===== src/sv/skbs_pkg.sv =====
// Shared types, constants and helpers for the sorted key binary search unit.
`timescale 1ns / 1ps

package skbs_pkg;

	localparam int TABLE_DEPTH = 256;
	localparam int KEY_BITS    = 64;
	localparam int ADDR_BITS   = (TABLE_DEPTH > 1) ? $clog2(TABLE_DEPTH) : 1;
	localparam int RANGE_BITS  = ADDR_BITS + 1;

	localparam int INDEX_BITS  = 8;
	localparam int NAME_BITS   = 64;
	localparam int POS_BITS    = 8;
	localparam int COUNT_BITS  = 9;

	localparam int PADDR_BITS  = 3;
	localparam int PDATA_BITS  = 32;

	// word index of the entry_count register
	localparam logic [PADDR_BITS-3:0] REG_ENTRY_COUNT = '0;

	typedef enum logic {
		REQ_WRITE  = 1'b0,
		REQ_SEARCH = 1'b1
	} req_kind_t;

	typedef struct packed {
		logic                  req_type;
		logic [INDEX_BITS-1:0] entry_index;
		logic [NAME_BITS-1:0]  name_key;
	} in_item_t;

	typedef struct packed {
		logic                found;
		logic [POS_BITS-1:0] position;
	} out_item_t;

	typedef enum logic [1:0] {
		ST_IDLE,
		ST_PROBE,
		ST_CMP,
		ST_FINISH
	} srch_state_t;

	typedef struct packed {
		logic                 wr_en;
		logic [ADDR_BITS-1:0] wr_addr;
		logic [KEY_BITS-1:0]  wr_data;
		logic                 rd_en;
		logic [ADDR_BITS-1:0] rd_addr;
	} ram_req_t;

	// clamp the programmed count to the table depth
	function automatic logic [RANGE_BITS-1:0] sat_count(input logic [COUNT_BITS-1:0] cnt);
		if (cnt > TABLE_DEPTH) begin
			return RANGE_BITS'(TABLE_DEPTH);
		end
		return RANGE_BITS'(cnt);
	endfunction

endpackage


===== src/sv/skbs_ctrl.sv =====
// Search sequencer: range registers, probe address and the shared key compare.
`timescale 1ns / 1ps

module skbs_ctrl (
	input  logic                                clk,
	input  logic                                arst_n,
	input  logic                                in_valid,
	input  skbs_pkg::in_item_t                  in_data,
	input  logic [skbs_pkg::COUNT_BITS-1:0]     entry_count,
	input  logic                                res_free,
	input  logic [skbs_pkg::KEY_BITS-1:0]       rd_data,
	output logic                                ready,
	output skbs_pkg::ram_req_t                  ram_req,
	output logic                                res_load,
	output skbs_pkg::out_item_t                 res
);

	skbs_pkg::srch_state_t state_q, state_d;

	logic [skbs_pkg::RANGE_BITS-1:0] lo_q;
	logic [skbs_pkg::RANGE_BITS-1:0] hi_q;      // exclusive upper bound
	logic [skbs_pkg::ADDR_BITS-1:0]  mid_q;
	logic [skbs_pkg::KEY_BITS-1:0]   key_q;
	logic                            found_q;

	logic                            accept;
	logic                            is_search;
	logic                            wr_in_range;
	logic [skbs_pkg::RANGE_BITS:0]   mid_sum;
	logic [skbs_pkg::ADDR_BITS-1:0]  mid_w;
	logic [skbs_pkg::RANGE_BITS-1:0] mid_ext;
	logic [skbs_pkg::RANGE_BITS-1:0] lo_next;
	logic                            probe_gt;
	logic                            probe_lt;
	logic [skbs_pkg::RANGE_BITS-1:0] start_hi;

	assign accept      = in_valid && ready;
	assign is_search   = (in_data.req_type == skbs_pkg::REQ_SEARCH);
	assign wr_in_range = (in_data.entry_index < skbs_pkg::TABLE_DEPTH);
	assign start_hi    = skbs_pkg::sat_count(entry_count);

	// mid = (lo + hi - 1) / 2, range is never empty here
	assign mid_sum = {1'b0, lo_q} + {1'b0, hi_q} - 1'b1;
	assign mid_w   = mid_sum[skbs_pkg::ADDR_BITS:1];
	assign mid_ext = {1'b0, mid_q};
	assign lo_next = mid_ext + 1'b1;

	assign probe_gt = (rd_data > key_q);
	assign probe_lt = (rd_data < key_q);

	// next state
	always_comb begin
		state_d = state_q;
		unique case (state_q)
			skbs_pkg::ST_IDLE: begin
				if (accept && is_search) begin
					state_d = (start_hi == '0) ? skbs_pkg::ST_FINISH : skbs_pkg::ST_PROBE;
				end
			end
			skbs_pkg::ST_PROBE: begin
				state_d = skbs_pkg::ST_CMP;
			end
			skbs_pkg::ST_CMP: begin
				priority if (probe_gt) begin
					state_d = (lo_q < mid_ext) ? skbs_pkg::ST_PROBE : skbs_pkg::ST_FINISH;
				end else if (probe_lt) begin
					state_d = (lo_next < hi_q) ? skbs_pkg::ST_PROBE : skbs_pkg::ST_FINISH;
				end else begin
					state_d = skbs_pkg::ST_FINISH;
				end
			end
			skbs_pkg::ST_FINISH: begin
				if (res_free) begin
					state_d = skbs_pkg::ST_IDLE;
				end
			end
			default: begin
				state_d = skbs_pkg::ST_IDLE;
			end
		endcase
	end

	// outputs
	always_comb begin
		ready            = 1'b0;
		res_load         = 1'b0;
		ram_req.wr_en    = 1'b0;
		ram_req.wr_addr  = skbs_pkg::ADDR_BITS'(in_data.entry_index);
		ram_req.wr_data  = in_data.name_key[skbs_pkg::KEY_BITS-1:0];
		ram_req.rd_en    = 1'b0;
		ram_req.rd_addr  = mid_w;
		unique case (state_q)
			skbs_pkg::ST_IDLE: begin
				ready         = 1'b1;
				ram_req.wr_en = in_valid && !is_search && wr_in_range;
			end
			skbs_pkg::ST_PROBE: begin
				ram_req.rd_en = 1'b1;
			end
			skbs_pkg::ST_CMP: begin
			end
			skbs_pkg::ST_FINISH: begin
				res_load = res_free;
			end
			default: begin
			end
		endcase
	end

	assign res.found    = found_q;
	assign res.position = found_q ? skbs_pkg::POS_BITS'(mid_q) : '0;

	always_ff @(posedge clk or negedge arst_n) begin
		if (!arst_n) begin
			state_q <= skbs_pkg::ST_IDLE;
		end else begin
			state_q <= state_d;
		end
	end

	// range and key registers
	always_ff @(posedge clk) begin
		unique case (state_q)
			skbs_pkg::ST_IDLE: begin
				if (accept && is_search) begin
					lo_q    <= '0;
					hi_q    <= start_hi;
					key_q   <= in_data.name_key[skbs_pkg::KEY_BITS-1:0];
					found_q <= 1'b0;
				end
			end
			skbs_pkg::ST_PROBE: begin
				mid_q <= mid_w;
			end
			skbs_pkg::ST_CMP: begin
				priority if (probe_gt) begin
					hi_q <= mid_ext;
				end else if (probe_lt) begin
					lo_q <= lo_next;
				end else begin
					found_q <= 1'b1;
				end
			end
			skbs_pkg::ST_FINISH: begin
			end
			default: begin
			end
		endcase
	end

endmodule


===== config.mk =====
export PLATFORM = sky130hd
export DESIGN_NAME = skbs_ctrl
export DESIGN_NICKNAME = d
export VERILOG_FILES = /design/src/sv/skbs_pkg.sv /design/src/sv/skbs_ctrl.sv
export SDC_FILE = /design/constraint.sdc
export NUM_CORES = 1
export LEC_CHECK = 0
export BUFFER_PORTS_ARGS = -buffer_cell sky130_fd_sc_hd__buf_2
export CORE_ASPECT_RATIO = 0.8
export CORE_MARGIN = 2
export CORE_UTILIZATION = 54
export DETAILED_ROUTE_END_ITERATION = 12
export PLACE_DENSITY = 0.87
export SETUP_SLACK_MARGIN = 0.15
export SYNTH_ARGS = -nofsm -noshare
export SYNTH_HDL_FRONTEND = slang
export SYNTH_SLANG_ARGS = --single-unit

===== constraint.sdc =====
create_clock -name clk -period 5.8 [get_ports clk]
set_input_delay 0.58 -clock clk [delete_from_list [all_inputs] [get_ports clk]]
set_output_delay 0.58 -clock clk [all_outputs]
set_load 0.05 [all_outputs]

======== After elaboration in Yosys (flattened, before gate mapping) ========
Index checks and enable logic that the tools add are counted.
word-level totals
  register bits ........................... 93
  word-level logic and storage cells ...... 62
  output and inout port bits .............. 93
operators by class
  add/subtract/negate cells ............... 3
  equality and inequality tests ........... 9
  reductions and logical operators ........ 12
  magnitude comparators ................... 5
  muxes and demuxes ....................... 27
operator list
  kind                                                                 number
  64-bit > comparator                                                  1
  64-bit less-than comparator                                          1
  9-bit two-way mux                                                    7
  9-bit case mux with 2 select lines                                   2
  2-bit two-way mux                                                    7
  2-bit != test (second input constant)                                6
  8-bit by 1-bit adder with 9-bit output (second input constant)       1
  9-bit adder                                                          1
  9-bit > comparator (second input constant)                           1
  9-bit zero test                                                      1
  9-bit by 8-bit less-than comparator with 1-bit output                1
  9-bit less-than comparator                                           1
  9-bit by 1-bit subtractor with 9-bit output (second input constant)  1
  1-bit two-way mux                                                    8
  8-bit two-way mux                                                    1
  2-bit case mux with 4 select lines                                   1
  4-bit AND reduction                                                  2
  2-bit == test (second input constant)                                2
  2-bit AND reduction                                                  2
  1-bit logical AND                                                    3
  3-bit AND reduction                                                  1
  2-bit by 1-bit == test with 1-bit output (second input constant)     1
  2-bit zero test                                                      1
  1-bit case mux with 2 select lines                                   1
  other kinds (2)                                                      2

======== Longest topological paths before layout ========
Gate-level depths: netlist (run 1).
  depth after elaboration ................. 7
  gate-level depth with buffers ........... 12

======== Least setup slack after synthesis (run 1) ========
OpenSTA, ideal clock, no wires.
  path type ............................... reg2out
  from .................................... reg lo_q[2] (netlist name)
  to ...................................... out ram_req[7] (netlist name)
  stages on the path, launching flop included .. 11
  path slack .............................. 2.586 ns
  arrival time ............................ 2.634 ns
  path through ............................ edfxtp_1 -> inv_1 -> ha_1 -> inv_1 -> ha_1 -> a21o_1 -> a21oi_1 -> o21bai_1 -> a21oi_1 -> o21ai_0 -> xnor2_1
RTL lines
  item                    RTL line          RTL
  from (decl)             skbs_ctrl.sv:20   logic [skbs_pkg::RANGE_BITS-1:0] lo_q;
  from (signal assigned)  skbs_ctrl.sv:139  lo_q <= lo_next;
  to (decl)               skbs_ctrl.sv:13   output skbs_pkg::ram_req_t ram_req,

======== Worst setup path after layout (run 1) ========
  from .................................... reg key_q[51] (netlist name)
  to ...................................... reg hi_q[8] (netlist name) (enable)
between the ends
  cells in the longest elaborated chain, start to end .. 3
ends and longest elaborated chain
  item                           RTL line          RTL
  from (decl)                    skbs_ctrl.sv:23   logic [skbs_pkg::KEY_BITS-1:0] key_q;
  from (signal assigned)         skbs_ctrl.sv:128  key_q <= in_data.name_key[skbs_pkg::KEY_BITS-1:0];
  64-bit > comparator            skbs_ctrl.sv:48   assign probe_gt = (rd_data > key_q);
  2-bit != test (no line)        n/a
  3-bit AND reduction (no line)  n/a
  to (signal assigned)           skbs_ctrl.sv:127  hi_q <= start_hi;
  to (signal assigned)           skbs_ctrl.sv:137  hi_q <= mid_ext;
  to (decl)                      skbs_ctrl.sv:21   logic [skbs_pkg::RANGE_BITS-1:0] hi_q;
Every way passes these cells.
A chain may end at the register's enable or synchronous reset.

==> flow_summary.ini, run 1 <==
[power_and_ir_drop]
p_int_mw = 1.687
p_seq_frac = 0.336
p_per_area_nw_per_um2 = 398.8
p_comb_frac = 0.454
p_leak_nw = 3.669
p_sw_frac = 0.4210
vdd_drop_max_uv = 296.7
p_total_mw = 2.913
power.switching_mw = 1.226
clockPowerShare = 0.210

[final_layout]
final_common_cell = buf_2
syn_to_final_growth_pct = 17.11
diodes = 0
fin_nets = 997
fin_area_um2 = 7303
drive_gt1_frac = 0.3272
n_fill_cell = 909
multi_input_area_um2 = 2474
final_cell_mix = buf_2 (226), inv_1 (111), ha_1 (94), edfxtp_1 (91), a21oi_1 (34)
register_area_um2 = 2783

[timing]
drv_slew = 0
post-route-min-period_ns = 3.356
finalCritPeriodShare = 0.5787
skew_ns = 0.009318
tns_ns = 0
max_freq_mhz = 297.9
rsz0062_at_grt = no
setup_viol = 0
tightest_slew_ns = 1.053
whs_ns = 0.03457
final_hold_viol_count = 0
slew_headroom = 0.2907

[global_routing]
grt_pass1_vias = 4406
grt_overflow = 0
grt_usage = 0.2237
grt_pass1_wl_um = 20980
grt_max_degree = 65
antenna_found_initial = 1

[drt]
wl_um = 13670
drc = 0
firstDrtPassIters = 4
dr_total_vias = 4585
vias_per_cell = 5.078
detail_route.wl_per_cell_um = 15.13
final_antenna_net_count = 0
drt_iter0_markers = 176

[floorplan]
die_area_um2 = 12430
die_h_um = 100.1
core-area_um2 = 11390
die_w_um = 124.1
num_rows = 35
start_util = 0.5477
io_pins = 243

[placement]
place_congestion = 0.8740
place_area_um2 = 7000
portBuffers = 226
place.detailed.hpwl_um = 11480

[logic_synthesis]
synth_edf_count = 91
synth.distinct_cells = 44
yosysSeqAreaShare = 0.4462
ys_warn_count = 0
synthCells = 590
syn_area_um2 = 6236
synth_ff_type = edfxtp_1
synth_area_per_cell_um2 = 10.57
ys_ff_latch = 93
async_flop_share = 0.02151
synth_nets = 835

[critical_path]
r2r_end = hi_q[8]
critPathRequiredTime_ns = 5.75
cp-end-kind = flop
cp-start-kind = flop
critPathKind = reg -> reg
reg2regPathDepth = 9
crit_arrival_ns = 3.31
critPathMaxFanout = 9
r2r-start = key_q[51]
ff2ff_setup_slack_ns = 2.44

[cts]
worstSkewPairLatency_ns = 0.33
cts_setup_buffers = 0
ctsHoldBuffers = 0
numCtsBuffers = 9
cts_buffer_depth = 2
cts_root_buffer = clkbuf_16
clkTransAtPathRegs_ns = 0.06
cts_resized = 0
cts_sinks = 93
htreeDepth = 3
cts_tree = yes

[run]
maxCapViolCount = 0

[worst_hold_path]
hp-class = in -> async

[run_status]
outcome = finished clean
## cell families after synthesis
kind of cell,Yosys count,share of synthesized area
simple gates,115,0.1009
flops,93,0.4462
buf+inv,188,0.1571
fa+ha+maj,95,0.1918
compound gates,85,0.08427
xor+xnor,14,0.01966
## critical path: stages (launching register included)
cell,delay (ns)
edfxtp_1,0.32
inv_1,0.05
ha_1,0.31
nand4_1,0.18
nor4_1,0.58
nand4_1,0.22
a41oi_2,0.22
nor4_2,0.08
nand2b_1,0.17
o21ai_0,0.85
## sequential cells by signal, summed over array words and instances, names as in the netlist
signal / flops
key_q: 64
hi_q: 9
lo_q: 9
mid_q: 8
state_q: 2
found_q: 1
## how the worst max path moves through the flow
stage / from / endpoint / cells past startpoint
2_1_floorplan: lo_q[2] / ram_req[7] / 10
3_3_place_gp: rd_data[14] / hi_q[0] / 9
3_5_place_dp: rd_data[51] / hi_q[0] / 9
4_1_cts: key_q[51] / hi_q[8] / 9
5_1_grt: key_q[51] / hi_q[2] / 9
6_report: key_q[51] / hi_q[8] / 9
## per-stage QoR
stage	utilization	setup WS, ns	std cells
2_1_floorplan	-	2.586	590
6_report	0.6414	2.444	903
5_1_grt	0.6414	2.041	903
3_5_place_dp	0.6148	2.111	889
3_3_place_gp	0.6148	2.261	889
4_1_cts	0.6414	2.434	903
## synth_stat cells (all sizes together), types with 2 or more instances
library cell | instances | area share
nand3b | 9 | 0.011
a221oi | 3 | 0.0042
ha | 94 | 0.19
nand4 | 15 | 0.015
nor4 | 6 | 0.0070
xnor2 | 11 | 0.015
edfxtp | 91 | 0.44
nor2b | 4 | 0.0044
and3 | 2 | 0.0020
buf | 73 | 0.088
and2 | 17 | 0.017
nand2 | 31 | 0.019
nand2b | 4 | 0.0040
nand3 | 10 | 0.0080
xor2 | 3 | 0.0042
a21oi | 35 | 0.029
a21o | 6 | 0.0072
o21a | 5 | 0.0060
inv | 112 | 0.067
nor2 | 9 | 0.0054
nor3 | 4 | 0.0032
o211ai | 2 | 0.0024
o21bai | 2 | 0.0024
dfrtp | 2 | 0.0080
a31oi | 2 | 0.0020
o21ai | 21 | 0.017
clkbuf | 3 | 0.0018
## layer usage
metal  vias to the layer above  routed length, um  track usage
met2                       183               6512       0.3770
met4                         0                215      0.05532
met3                        21                832      0.05057
li1                       2295                  -            -
met5                         -                  0            0
met1                      2086               6105       0.2936
## power groups by stage
stage               clock, mW  combinational, mW  sequential (mW)
detailed placement          0               1.32            0.992
CTS                     0.619               1.33            0.978
global route            0.649               1.45            0.993
floorplan                   0               1.05            0.967
global placement            0               1.29            0.985
finish                  0.611               1.32            0.978
## area by class of cell
cell class              count  area share
clock inverters             5     0.01062
clock buffers               9     0.03084
multi-input cells         309      0.3387
inverters                 112     0.05756
repair buffers            227      0.1559
flip-flops and latches     93      0.3810
well taps                 148     0.02536
No activity file was read; power rests on OpenSTA's default activity.
==> run 2, diff against run 1 <==
Settings changed: CORE_UTILIZATION 54 to 50, PLACE_DENSITY 0.87 to 0.82.
Clock period 5.8 ns to 3.1 ns, I/O delays scaled along.
==> run 2 against run 1 <==
  * Non-clock buffer count grew 7
  * Utilization shrank 3.2 points
  * First-iteration DRC count shrank 6.8%
  * Worst hold slack gained 0.11 ns
  * Count of clock-buffer cells in the layout is the same
  * Via count shrank 0.63%
==> flow_summary.ini, run 2 (synthesis results as in run 1) <==
[final_layout]
final_common_cell = buf_2
reg.largest.list = key_q x64, hi_q x9, lo_q x9
register_area_um2 = 2783
n_fill_cell = 1027
regMostFlops = key_q
largest_reg_flops = 64
syn_to_final_growth_pct = 18.94
multi_input_area_um2 = 2534
diodes = 0
fin_cells = 916
final_cell_mix = buf_2 (223), inv_1 (107), ha_1 (92), edfxtp_1 (91), a21oi_1 (31)
fin_nets = 1004
fin_util = 0.6099
drive_gt1_frac = 0.3508

[cts]
numCtsBuffers = 9
cts_root_buffer = clkbuf_16
clkTransAtPathRegs_ns = 0.07
cts_buffer_depth = 2
htreeDepth = 3
cts_sinks = 93
cts_tree = yes
worstSkewPairLatency_ns = 0.35

[placement]
post-place-cells = 897
portBuffers = 226
pre_cts_ws_ns = 0.2874
place_congestion = 0.8192
place.detailed.hpwl_um = 11180

[worst_hold_path]
min_to = key_q[40]
hold_start = in_data[40]
hp-class = in -> reg
whs_path_depth = 1

[timing]
setup_viol = 0
post-route-min-period_ns = 2.816
slew_headroom = 0.6422
finalCritPeriodShare = 0.9084
tns_ns = 0
tightest_slew_ns = 0.5367
fin_ws_ns = 0.2838
whs_ns = 0.1462
max_freq_mhz = 355.1
rsz0062_at_grt = no
drv_slew = 0
final_hold_viol_count = 0
skew_ns = 0.01041

[global_routing]
antenna_found_initial = 0
grt_overflow = 0
grt_pass1_wl_um = 20640
grt_usage = 0.2016
grt_pass1_vias = 4410
grt_max_degree = 45

[drt]
wl_um = 13580
dr_total_vias = 4556
firstDrtPassIters = 4
drt_iter0_markers = 164
detail_route.wl_per_cell_um = 14.83
vias_per_cell = 4.974
final_antenna_net_count = 0
drc = 0

[power_and_ir_drop]
p_comb_frac = 0.484
clockPowerShare = 0.184
vdd_drop_max_uv = 482.4
p_per_area_nw_per_um2 = 743.2
p_sw_frac = 0.4323
p_int_mw = 3.130
p_seq_frac = 0.332
power.switching_mw = 2.383
p_leak_nw = 3.701

[critical_path]
r2r_end = state_q[1]
cp-start-kind = flop
critPathKind = reg -> out
ff2ff_setup_slack_ns = 0.36
critPathMaxFanout = 2
r2r-start = mid_q[0]
crit_arrival_ns = 2.51
cp-end-kind = output port
reg2regPathDepth = 10
critPathRequiredTime_ns = 2.79

[floorplan]
start_util = 0.5128
io_pins = 243
core-area_um2 = 12160
die_area_um2 = 13390
num_rows = 36
die_w_um = 128.9
die_h_um = 103.9

[run_status]
outcome = finished clean

[run]
maxCapViolCount = 0
[run 2: cell count changes in the layout (fill, tap and decap cells not counted), sizes merged]
cell / change
buf: +5
bufinv: -2
clkbuf: +1
clkinv: +3
clkinvlp: +1
dlygate4sd3: +1
[run 2: worst max-delay path: stages (launching register included)]
cell      delay (ns)
edfxtp_1        0.37
inv_1           0.05
ha_1            0.32
inv_1           0.05
ha_1            0.28
a21o_1          0.19
a21oi_2         0.17
o21bai_1        0.09
a21oi_2         0.18
xnor2_1         0.17
clkbuf_4        0.28
[run 2: per-stage QoR]
step	power [mW]	area, um2
detailed placement	4.384	7067
global route	5.846	7417
global placement	4.307	7067
finish	5.513	7417
CTS	5.484	7372
floorplan	3.801	6255
[run 2: what timing repair did]
item,CTS,global route
endpoints found under the setup margin,3,6
endpoints found under the hold margin,2,0
pin swaps,2,9
gates resized for setup,9,10
setup buffers,1,1
hold buffers,1,0
[run 2: power by group through the flow]
| stage | Combinational [mW] | Sequential (mW) | Clock [mW] |
|---|---|---|---|
| after floorplan | 1.99 | 1.81 | 0 |
| after global placement | 2.47 | 1.84 | 0 |
| after detailed placement | 2.53 | 1.85 | 0 |
| after CTS | 2.62 | 1.83 | 1.04 |
| after global routing | 2.91 | 1.86 | 1.08 |
| final | 2.67 | 1.83 | 1.02 |
[run 2: layout make-up]
class,instances,area share
sequential,93,0.3752
multi-input combinational,309,0.3416
timing repair buffer,234,0.1646
inverter,112,0.05719
clock buffer,9,0.03036
tap,152,0.02564
clock inverter,7,0.005398
[run 2: how the worst max path moves through the flow]
| stage | startpoint | to | slack (ns) | cells after the start |
|---|---|---|---|---|
| after global routing | lo_q[2] | ram_req[7] | 0.16 | 11 |
| after CTS | lo_q[1] | ram_req[6] | 0.15 | 13 |
| after global placement | rd_data[14] | hi_q[0] | 0.38 | 10 |
| after detailed placement | rd_data[30] | lo_q[1] | 0.29 | 9 |
| after floorplan | lo_q[1] | mid_q[4] | 0.38 | 10 |
| final | lo_q[2] | ram_req[5] | 0.28 | 10 |
[run 2: routing by layer]
layer	GRT usage	routed length (um)	up-vias	share of wire
met3	0.05556	924	14	0.068
met4	0.05978	163	0	0.012
li1	-	-	2311	-
met2	0.3428	6633	170	0.49
met5	0	0	-	0
met1	0.2502	5859	2061	0.43
